## src/design/ffha_pkg.sv

```systemverilog
`default_nettype none
package ffha_pkg;
  localparam int unsigned FIELD_W = 20;
  localparam int unsigned ALIGN_BYTES = 8;
  localparam int unsigned MIN_REMAINDER = 16;

  typedef enum logic [1:0] {
    FUNC_ALLOC  = 2'd0,
    FUNC_FREE   = 2'd1,
    FUNC_RESIZE = 2'd2,
    FUNC_NONE   = 2'd3
  } func_t;

  typedef enum logic [1:0] {
    ST_DONE   = 2'd0,
    ST_NULL   = 2'd1,
    ST_NOBLK  = 2'd2,
    ST_UNUSED = 2'd3
  } status_t;
endpackage
`default_nettype wire

```

## src/design/first_fit_heap_allocator_top.sv

```systemverilog
`default_nettype none
// Latency depends on the table: a search reads the entries one at a time, and a split or a
// merge moves entries one at a time by a step, a read and a write; a grow-and-free resize
// searches, splits, searches again and merges. An unused code or a zero-size allocate goes
// from S_IDLE straight to S_DONE, which registers its result. One request at a time:
// busy rises after accept and falls in the strobe cycle, when the next request may be
// accepted. No receiver stall. Synchronous reset restores one free block spanning the heap.
module first_fit_heap_allocator_top
  import ffha_pkg::*;
#(
  parameter int unsigned HEAP_BYTES   = 1048576,
  parameter int unsigned HEADER_BYTES = 12,
  parameter int unsigned MAX_BLOCKS   = 64
) (
  input  wire logic                clk,
  input  wire logic                rst_n,
  input  wire logic                start,
  output logic                     busy,
  input  wire logic [1:0]          in_func,
  input  wire logic [FIELD_W-1:0]  in_request_bytes,
  input  wire logic                in_has_block,
  input  wire logic [FIELD_W-1:0]  in_block_offset,
  output logic                     out_valid,
  output logic [1:0]               out_status,
  output logic [FIELD_W-1:0]       out_result_offset,
  output logic [FIELD_W-1:0]       out_copy_from,
  output logic [FIELD_W-1:0]       out_copy_bytes
);
  localparam int unsigned IW = (MAX_BLOCKS > 1) ? $clog2(MAX_BLOCKS) : 1;
  localparam int unsigned CW = $clog2(MAX_BLOCKS + 1);
  // Offsets are kept wide enough for the heap; outputs take the low 20 bits.
  localparam int unsigned AW = $clog2(HEAP_BYTES + 1) + 1;
  localparam logic [AW-1:0] HDR = AW'(HEADER_BYTES);

  typedef enum logic [3:0] {
    S_IDLE, S_FIND, S_ALLOC, S_SPLIT, S_MFREE, S_MERGE, S_MSHIFT,
    S_POST, S_FINDOLD, S_DONE
  } state_t;

  // Memories: a read at one address and a write at one address per cycle.
  logic [AW-1:0] start_mem [MAX_BLOCKS];
  logic [AW-1:0] size_mem  [MAX_BLOCKS];
  logic          free_mem  [MAX_BLOCKS];

  state_t        state_r;
  logic [CW-1:0] count_r;
  logic [CW-1:0] i_r;        // walk index
  logic [CW-1:0] k_r;        // shift index
  logic [IW-1:0] tgt_r;      // entry under work
  logic          rd_v_r;     // read data valid for address i_r
  logic [AW-1:0] rd_start_r, rd_size_r;
  logic          rd_free_r;
  logic [AW-1:0] prev_size_r; // size of entry i during merge
  logic          prev_free_r;
  logic [1:0]    func_r;
  logic [AW-1:0] need_r, boff_r;
  logic          req_zero_r;
  logic [1:0]    status_r;
  logic [AW-1:0] roff_r, cfrom_r, cbytes_r;
  logic [AW-1:0] old_start_r;
  logic          grow_r;     // allocate part of a moving resize
  logic          free_tail_r; // free old block after a grow
  logic [AW-1:0] spl_start_r, spl_size_r;
  logic [IW-1:0] spl_i_r;
  logic          spl_phase_r;
  logic          alloc_mark_r;

  logic [IW-1:0] raddr;
  logic          we;
  logic [IW-1:0] waddr;
  logic [AW-1:0] wstart, wsize;
  logic          wfree;
  logic          wsz_only, wfree_only;

  assign busy = (state_r != S_IDLE);

  always_ff @(posedge clk) begin
    if (we) begin
      if (!wfree_only) begin
        size_mem[waddr] <= wsize;
        if (!wsz_only) start_mem[waddr] <= wstart;
      end
      if (!wsz_only) free_mem[waddr] <= wfree;
    end
    rd_start_r <= start_mem[raddr];
    rd_size_r  <= size_mem[raddr];
    rd_free_r  <= free_mem[raddr];
  end

  logic [AW:0] need_ext;
  assign need_ext = {1'b0, AW'(in_request_bytes) + AW'(ALIGN_BYTES - 1)}
                    & ~(AW+1)'(ALIGN_BYTES - 1);

  always_comb begin
    raddr = i_r[IW-1:0];
    if (state_r == S_SPLIT || state_r == S_MSHIFT) raddr = k_r[IW-1:0];
  end

  // A split shifts entries up from the top, one entry at a time by a step, a read and a write.
  // A merge walks pairs and shifts the tail down.
  always_ff @(posedge clk) begin
    we <= 1'b0;
    wsz_only <= 1'b0;
    wfree_only <= 1'b0;
    out_valid <= 1'b0;
    if (!rst_n) begin
      state_r <= S_IDLE;
      count_r <= CW'(1);
      we <= 1'b1;
      waddr <= '0;
      wstart <= '0;
      wsize <= AW'(HEAP_BYTES - HEADER_BYTES);
      wfree <= 1'b1;
      rd_v_r <= 1'b0;
      spl_phase_r <= 1'b0;
    end else begin
      unique case (state_r)
        S_IDLE: begin
          if (start) begin
            func_r <= in_func;
            need_r <= need_ext[AW-1:0];
            req_zero_r <= (in_request_bytes == '0);
            boff_r <= AW'(in_block_offset);
            status_r <= ST_NULL;
            roff_r <= '0; cfrom_r <= '0; cbytes_r <= '0;
            grow_r <= 1'b0; free_tail_r <= 1'b0;
            i_r <= '0; rd_v_r <= 1'b0;
            spl_phase_r <= 1'b0;
            if (in_func == FUNC_ALLOC || (in_func == FUNC_RESIZE && !in_has_block)) begin
              state_r <= (in_request_bytes == '0) ? S_DONE : S_ALLOC;
            end else if (in_func == FUNC_FREE) begin
              if (!in_has_block) begin
                status_r <= ST_DONE;
                state_r <= S_DONE;
              end else state_r <= S_FIND;
            end else if (in_func == FUNC_RESIZE) state_r <= S_FIND;
            else state_r <= S_DONE;
          end
        end
        S_FIND: begin
          if (i_r >= count_r) begin
            status_r <= ST_NOBLK;
            state_r <= S_DONE;
          end else if (!rd_v_r) rd_v_r <= 1'b1;
          else if (rd_start_r + HDR == boff_r) begin
            tgt_r <= i_r[IW-1:0];
            rd_v_r <= 1'b0;
            if (func_r == FUNC_FREE || req_zero_r) begin
              status_r <= (func_r == FUNC_FREE) ? ST_DONE : ST_NULL;
              state_r <= S_MFREE;
            end else if (need_r <= rd_size_r) begin
              status_r <= ST_DONE;
              roff_r <= rd_start_r + HDR;
              spl_start_r <= rd_start_r; spl_size_r <= rd_size_r;
              spl_i_r <= i_r[IW-1:0];
              alloc_mark_r <= 1'b0;
              k_r <= count_r; spl_phase_r <= 1'b0;
              state_r <= S_SPLIT;
            end else begin
              old_start_r <= rd_start_r;
              cbytes_r <= rd_size_r;
              grow_r <= 1'b1;
              i_r <= '0;
              state_r <= S_ALLOC;
            end
          end else begin
            i_r <= i_r + CW'(1);
            rd_v_r <= 1'b0;
          end
        end
        S_ALLOC: begin
          if (i_r >= count_r) begin
            status_r <= ST_NULL;
            cbytes_r <= '0;
            state_r <= S_DONE;
          end else if (!rd_v_r) rd_v_r <= 1'b1;
          else if (rd_free_r && rd_size_r >= need_r) begin
            status_r <= ST_DONE;
            roff_r <= rd_start_r + HDR;
            spl_start_r <= rd_start_r; spl_size_r <= rd_size_r;
            spl_i_r <= i_r[IW-1:0];
            alloc_mark_r <= 1'b1;
            k_r <= count_r; spl_phase_r <= 1'b0;
            if (grow_r) begin
              cfrom_r <= old_start_r + HDR;
              free_tail_r <= 1'b1;
            end
            rd_v_r <= 1'b0;
            state_r <= S_SPLIT;
          end else begin
            i_r <= i_r + CW'(1);
            rd_v_r <= 1'b0;
          end
        end
        S_SPLIT: begin
          if (count_r >= CW'(MAX_BLOCKS) ||
              {1'b0, spl_size_r} < {1'b0, need_r} + (AW+1)'(HEADER_BYTES + MIN_REMAINDER)) begin
            if (alloc_mark_r) begin
              we <= 1'b1; wfree_only <= 1'b1; waddr <= spl_i_r; wfree <= 1'b0;
            end
            state_r <= S_POST;
          end else if (spl_phase_r) begin
            // Read k then write it to k+1.
            if (!rd_v_r) rd_v_r <= 1'b1;
            else begin
              we <= 1'b1; waddr <= IW'(k_r + CW'(1));
              wstart <= rd_start_r; wsize <= rd_size_r; wfree <= rd_free_r;
              rd_v_r <= 1'b0;
              spl_phase_r <= 1'b0;
            end
          end else if (k_r > CW'(spl_i_r) + CW'(1)) begin
            k_r <= k_r - CW'(1);
            spl_phase_r <= 1'b1;
          end else begin
            // k_r == i+1: write the remainder, then shrink entry i.
            we <= 1'b1; waddr <= IW'(spl_i_r + IW'(1));
            wstart <= spl_start_r + HDR + need_r;
            wsize <= spl_size_r - need_r - HDR;
            wfree <= 1'b1;
            count_r <= count_r + CW'(1);
            spl_size_r <= '0;
            k_r <= '0;
            state_r <= S_MFREE;
            tgt_r <= spl_i_r;
            free_tail_r <= free_tail_r; // unchanged
            prev_free_r <= 1'b1; // overwritten in S_MERGE before use
            grow_r <= grow_r;
            i_r <= CW'(spl_i_r);
            spl_phase_r <= 1'b1;
          end
        end
        S_MFREE: begin
          if (spl_phase_r) begin
            // Shrink entry after split, marking it used for an allocate.
            we <= 1'b1; waddr <= tgt_r; wsz_only <= !alloc_mark_r;
            wstart <= spl_start_r; wsize <= need_r; wfree <= 1'b0;
            spl_phase_r <= 1'b0;
            state_r <= S_POST;
          end else begin
            we <= 1'b1; wfree_only <= 1'b1; waddr <= tgt_r; wfree <= 1'b1;
            i_r <= '0; rd_v_r <= 1'b0; k_r <= '0;
            state_r <= S_MERGE;
          end
        end
        S_POST: begin
          if (free_tail_r) begin
            free_tail_r <= 1'b0;
            i_r <= '0; rd_v_r <= 1'b0; boff_r <= old_start_r + HDR;
            func_r <= FUNC_FREE; req_zero_r <= 1'b1;
            state_r <= S_FINDOLD;
          end else state_r <= S_DONE;
        end
        S_FINDOLD: begin
          if (i_r >= count_r) state_r <= S_DONE;
          else if (!rd_v_r) rd_v_r <= 1'b1;
          else if (rd_start_r + HDR == boff_r) begin
            tgt_r <= i_r[IW-1:0]; rd_v_r <= 1'b0;
            spl_phase_r <= 1'b0;
            state_r <= S_MFREE;
          end else begin
            i_r <= i_r + CW'(1); rd_v_r <= 1'b0;
          end
        end
        S_MERGE: begin
          // Codes 0 and 1 read entry i; codes 2 and 3 read entry i+1 with i_r moved up.
          // Code 0 first sets rd_v_r and only then moves on, so the free mark just written is seen.
          if ((k_r < CW'(2)) ? (i_r + CW'(1) >= count_r) : (i_r >= count_r))
            state_r <= S_DONE;
          else if (k_r == CW'(0)) begin
            if (!rd_v_r) rd_v_r <= 1'b1;
            else k_r <= CW'(1);
          end else if (k_r == CW'(1)) begin
            prev_size_r <= rd_size_r; prev_free_r <= rd_free_r;
            i_r <= i_r + CW'(1); k_r <= CW'(2);
          end else if (k_r == CW'(2)) begin
            k_r <= CW'(3);
          end else begin
            if (prev_free_r && rd_free_r) begin
              we <= 1'b1; wsz_only <= 1'b1;
              waddr <= IW'(i_r - CW'(1));
              wsize <= prev_size_r + HDR + rd_size_r;
              prev_size_r <= prev_size_r + HDR + rd_size_r;
              k_r <= i_r;
              spl_phase_r <= 1'b0;
              state_r <= S_MSHIFT;
            end else begin
              prev_size_r <= rd_size_r; prev_free_r <= rd_free_r;
              i_r <= i_r + CW'(1); k_r <= CW'(2);
            end
          end
        end
        S_MSHIFT: begin
          // Move entries k+1.. down by one; i_r points at the removed slot.
          if (spl_phase_r) begin
            if (!rd_v_r) rd_v_r <= 1'b1;
            else begin
              we <= 1'b1; waddr <= IW'(k_r - CW'(1));
              wstart <= rd_start_r; wsize <= rd_size_r; wfree <= rd_free_r;
              spl_phase_r <= 1'b0; rd_v_r <= 1'b0;
            end
          end else if (k_r + CW'(1) >= count_r) begin
            count_r <= count_r - CW'(1);
            k_r <= CW'(2);
            state_r <= S_MERGE;
          end else begin
            k_r <= k_r + CW'(1); spl_phase_r <= 1'b1; rd_v_r <= 1'b0;
          end
        end
        S_DONE: begin
          out_valid <= 1'b1;
          out_status <= status_r;
          out_result_offset <= FIELD_W'(roff_r);
          out_copy_from <= FIELD_W'(cfrom_r);
          out_copy_bytes <= FIELD_W'(cbytes_r);
          state_r <= S_IDLE;
        end
        default: state_r <= S_IDLE;
      endcase
    end
  end

`ifndef ASSERT_OFF
  a_count_range: assert property (@(posedge clk) disable iff (!rst_n)
    count_r >= CW'(1) && count_r <= CW'(MAX_BLOCKS))
    else $error("entry count out of range");
  a_no_start_busy: assert property (@(posedge clk) disable iff (!rst_n)
    out_valid |-> !busy || $past(state_r) == S_DONE)
    else $error("result outside done");
  a_status_code: assert property (@(posedge clk) disable iff (!rst_n)
    out_valid |-> out_status != ST_UNUSED)
    else $error("bad status");
`endif
endmodule
`default_nettype wire
```

## config.mk

```make
export PLATFORM = sky130hd
export DESIGN_NAME = first_fit_heap_allocator_top
export DESIGN_NICKNAME = d
export VERILOG_FILES = /design/src/design/ffha_pkg.sv /design/src/design/first_fit_heap_allocator_top.sv
export SDC_FILE = /design/constraint.sdc
export NUM_CORES = 2
export LEC_CHECK = 0
export ABC_AREA = 0
export BUFFER_PORTS_ARGS = -buffer_cell sky130_fd_sc_hd__buf_2
export CAP_MARGIN = 20
export CORE_ASPECT_RATIO = 1.25
export CORE_UTILIZATION = 49
export CTS_CLUSTER_SIZE = 25
export DETAILED_ROUTE_END_ITERATION = 16
export GPL_ROUTABILITY_DRIVEN = 0
export PLACE_DENSITY = 0.67
export SLEW_MARGIN = 10
export SYNTH_ARGS = -nofsm -noshare
export SYNTH_HDL_FRONTEND = slang
export SYNTH_SLANG_ARGS = --single-unit
export TNS_END_PERCENT = 5
```

## constraint.sdc

```tcl
create_clock -name clk -period 5.4 [get_ports clk]
set_input_delay 0.27 -clock clk [delete_from_list [all_inputs] [get_ports clk]]
set_output_delay 0.27 -clock clk [all_outputs]
set_load 0.05 [all_outputs]
```

==> metrics <==
outcome=finished clean; Synth Cell Area=138000 um2; Finished Layout Cells=15300; cell taking the most area after synthesis=edfxtp_1; leak pwr=54.6 nW; 1st-pass router iterations=7; GR Overflow Total=0; Routed WL=404 mm; Cell Area, Placed=146000 um2; DIE WIDTH=477 um; WL/cell=26.5 um; Cells after DPL=14700; maximum clock rate=192 MHz; Slew headroom=19.3%; DRC Markers=0; type of the most critical hold path=in2reg; Clock H-tree levels=5; unique cell type count in the Yosys netlist=91; Cells after Synth=11100; Setup crit end kind=flip-flop; unrepaired setup endpoints after global routing=false; top cell type's share of synthesized area=68.8%; most common cell after layout, fill and taps aside=edfxtp_1; CTS tree=done; reg2reg end=rd_start_r[16]$_DFF_P_; clock skew=0.0622 ns; pin count of the biggest net entering global routing=121; Hold Path Sink=count_r[0]$_SDFFE_PN1P_; initial DRC count=12400; io pins=110; Max FO, Critical Path=72; vias in the first global route=91700; Synth warnings=0; post-placement worst setup slack=0.247 ns; die area=284000 um2; syn nets=11300; reg2reg start=state_r[2]$_SDFFE_PN0P_; Setup CP Type=reg2reg; Max-Cap Viols=0; worst-margin pin slew=1.20 ns; Post CTS Setup Buffer Count=0; Post-synth EDFFs=3165; IO buf count=109; sequential-to-total area share from yosys stat=70.4%; fillers=22300; number of antenna violations at the first check in global routing=11; clk slew on worst S/H paths=0.07 ns; # setup viols final=0; main area contributors after synthesis=edfxtp_1, nand2_1, a311oi_1; Hold Crit Start=rst_n; Worst-Skew Late Latency=0.91 ns; vias per cell=6.21; placed wire-length estimate=241 mm; asr flop ratio synth=0%; Starting Density=49.4%; Crit path arrival time=6.02 ns; layout cell share with drive strength beyond 1=10.9%; Area growth, synth to finish=12.8%; Final Max Slew Viols=0; R2R cell count=12; GRT Resource Usage Total=27.7%; peak supply drop=0.374 mV; final core utilization=55.7%; Synth Area per Inst=12.5 um2; first-pass GRT wire length=592 mm; Reg2Reg Setup Slack=0.19 ns; PD cells=570 nW/um2; Die Y=596 um; final hold violations=0; post-layout min period=5.21 ns; Synth Register Bits=3278; Core Footprint=280000 um2; CTS root buffer=clkbuf_16; std cell rows=217; most frequent cells in the layout=edfxtp_1, nand2_1, nand3_1, a311oi_1, buf_4; Most used DFF post-synth=edfxtp_1; TNS Setup=0 ns; CTS Buffer Depth=4; PnR worst setup slack=0.188 ns; vias=94900; Hold Path Depth=2; Worst Path Required=6.21 ns; Final period util=96.5%; Post-DRT Antenna Nets=0; cell area after layout=156000 um2; # nets final=11500; CP Launch Type=flip-flop; clock sink count=3278; TritonCTS Buffers=310
## stage by stage
stage | hold WS, ns | power [mW]
5_1_grt | 0.0936 | 92.2
3_5_place_dp | 0.405 | 67.2
3_3_place_gp | 0.401 | 66.4
4_1_cts | 0.0252 | 88.4
2_1_floorplan | 0.400 | 52.5
6_report | 0.105 | 88.9
## logic make-up after synthesis
kind of cell | count (synthesis) | synth area share, %
buffers and inverters | 892 | 2.47
adders and majority gates | 198 | 1.81
muxes | 76 | 0.569
and+or+nand+nor | 4938 | 15.3
xor gates and xnor gates | 159 | 1.06
AOI/OAI and AO/OA | 1550 | 8.37
DFF | 3278 | 70.4
## critical path: stages (launching register included)
cell and delay (ns):
dfxtp_1 0.65, and4bb_2 0.34, nor2_2 0.08, buf_4 0.36, mux2i_4 0.75, buf_12 0.37, buf_12 0.32, nand2_1 0.08
and3_1 0.18, a311oi_1 0.46, a311oi_1 0.19, a211oi_1 1.01, a2111o_1 0.21
## layout make-up
| class | instances | area, um2 | area share, % |
|---|---|---|---|
| multi-input cells | 6921 | 38000 | 24.4 |
| repair buffers | 643 | 5580 | 3.58 |
| flip-flops and latches | 3278 | 97400 | 62.4 |
| clock inverters | 139 | 1180 | 0.759 |
| clock buffers | 416 | 8550 | 5.48 |
| diodes | 2 | 5.00 | 0.00321 |
| inverters | 142 | 533 | 0.342 |
| well taps | 3723 | 4660 | 2.99 |
## timing repair
action / CTS / global route
endpoints found under the hold margin: 44 / 0
setup endpoints to repair: 0 / 48
gates resized for setup: 0 / 2
hold buffers: 54 / 0
## sequential cells by signal, summed over array words and instances, names as in the netlist, 22 cells and up
signal and count:
boff_r 22, free_mem 64, size_mem 1408, spl_size_r 22, rd_start_r 22, rd_size_r 22, prev_size_r 22, wsize 22
start_mem 1408, old_start_r 22, spl_start_r 22, wstart 22
## worst max-delay path by stage
stage | startpoint | endpoint | slack [ns] | cells after the start
finish | state_r[2]$_SDFFE_PN0P_ | rd_start_r[16]$_DFF_P_ | 0.19 | 12
global route | state_r[2]$_SDFFE_PN0P_ | rd_start_r[16]$_DFF_P_ | 0.06 | 14
CTS | rd_start_r[5]$_DFF_P_ | cbytes_r[3]$_SDFFCE_PN0P_ | 0.21 | 9
detailed placement | rd_start_r[5]$_DFF_P_ | cbytes_r[10]$_SDFFCE_PN0P_ | 0.25 | 9
global placement | state_r[2]$_SDFFE_PN0P_ | rd_start_r[16]$_DFF_P_ | -0.06 | 14
floorplan | need_r[3]$_DFFE_PP_ | spl_size_r[0]$_SDFFCE_PP0P_ | 0.54 | 17
## Yosys cell counts (all sizes together), types with 8 or more instances
master and number:
o221ai 10, o21a 12, xor2 62, nand3b 10, a2111o 47, xnor2 92, nand3 774, or4 8
mux2 12, nand4 23, or3 15, a22oi 20, a31oi 196, a211o 9, o31a 8, nor2 412
mux2i 64, nor3 48, clkbuf 637, edfxtp 3165, o21ai 164, o31ai 9, a21oi 165, a211oi 181
a221oi 28, a21o 39, nor4 12, nand2b 34, a311oi 543, nor2b 45, inv 138, dfxtp 113
o22ai 25, nor3b 9, and3 401, o21bai 9, o211ai 23, and2 15, o2111ai 11, buf 113
and4 8, nand2 3104, ha 195
## layer usage
| layer | global-route usage, % | vias to the layer above | share of wire, % |
|---|---|---|---|
| li1 | - | 41500 | - |
| met1 | 37.2 | 47100 | 38 |
| met2 | 44.0 | 5296 | 46 |
| met3 | 5.02 | 968 | 11 |
| met4 | 12.8 | 4 | 5.0 |
| met5 | 0 | - | 0.0057 |
## report_power, final
group | total (mW) | leakage (nW) | internal (mW) | switching (mW)
clock network | 21.4 | 4.77 | 12.0 | 9.39
logic | 34.1 | 20.1 | 10.0 | 24.1
registers | 33.4 | 29.7 | 31.6 | 1.82
Note: power is estimated with default switching activity, not from simulation.
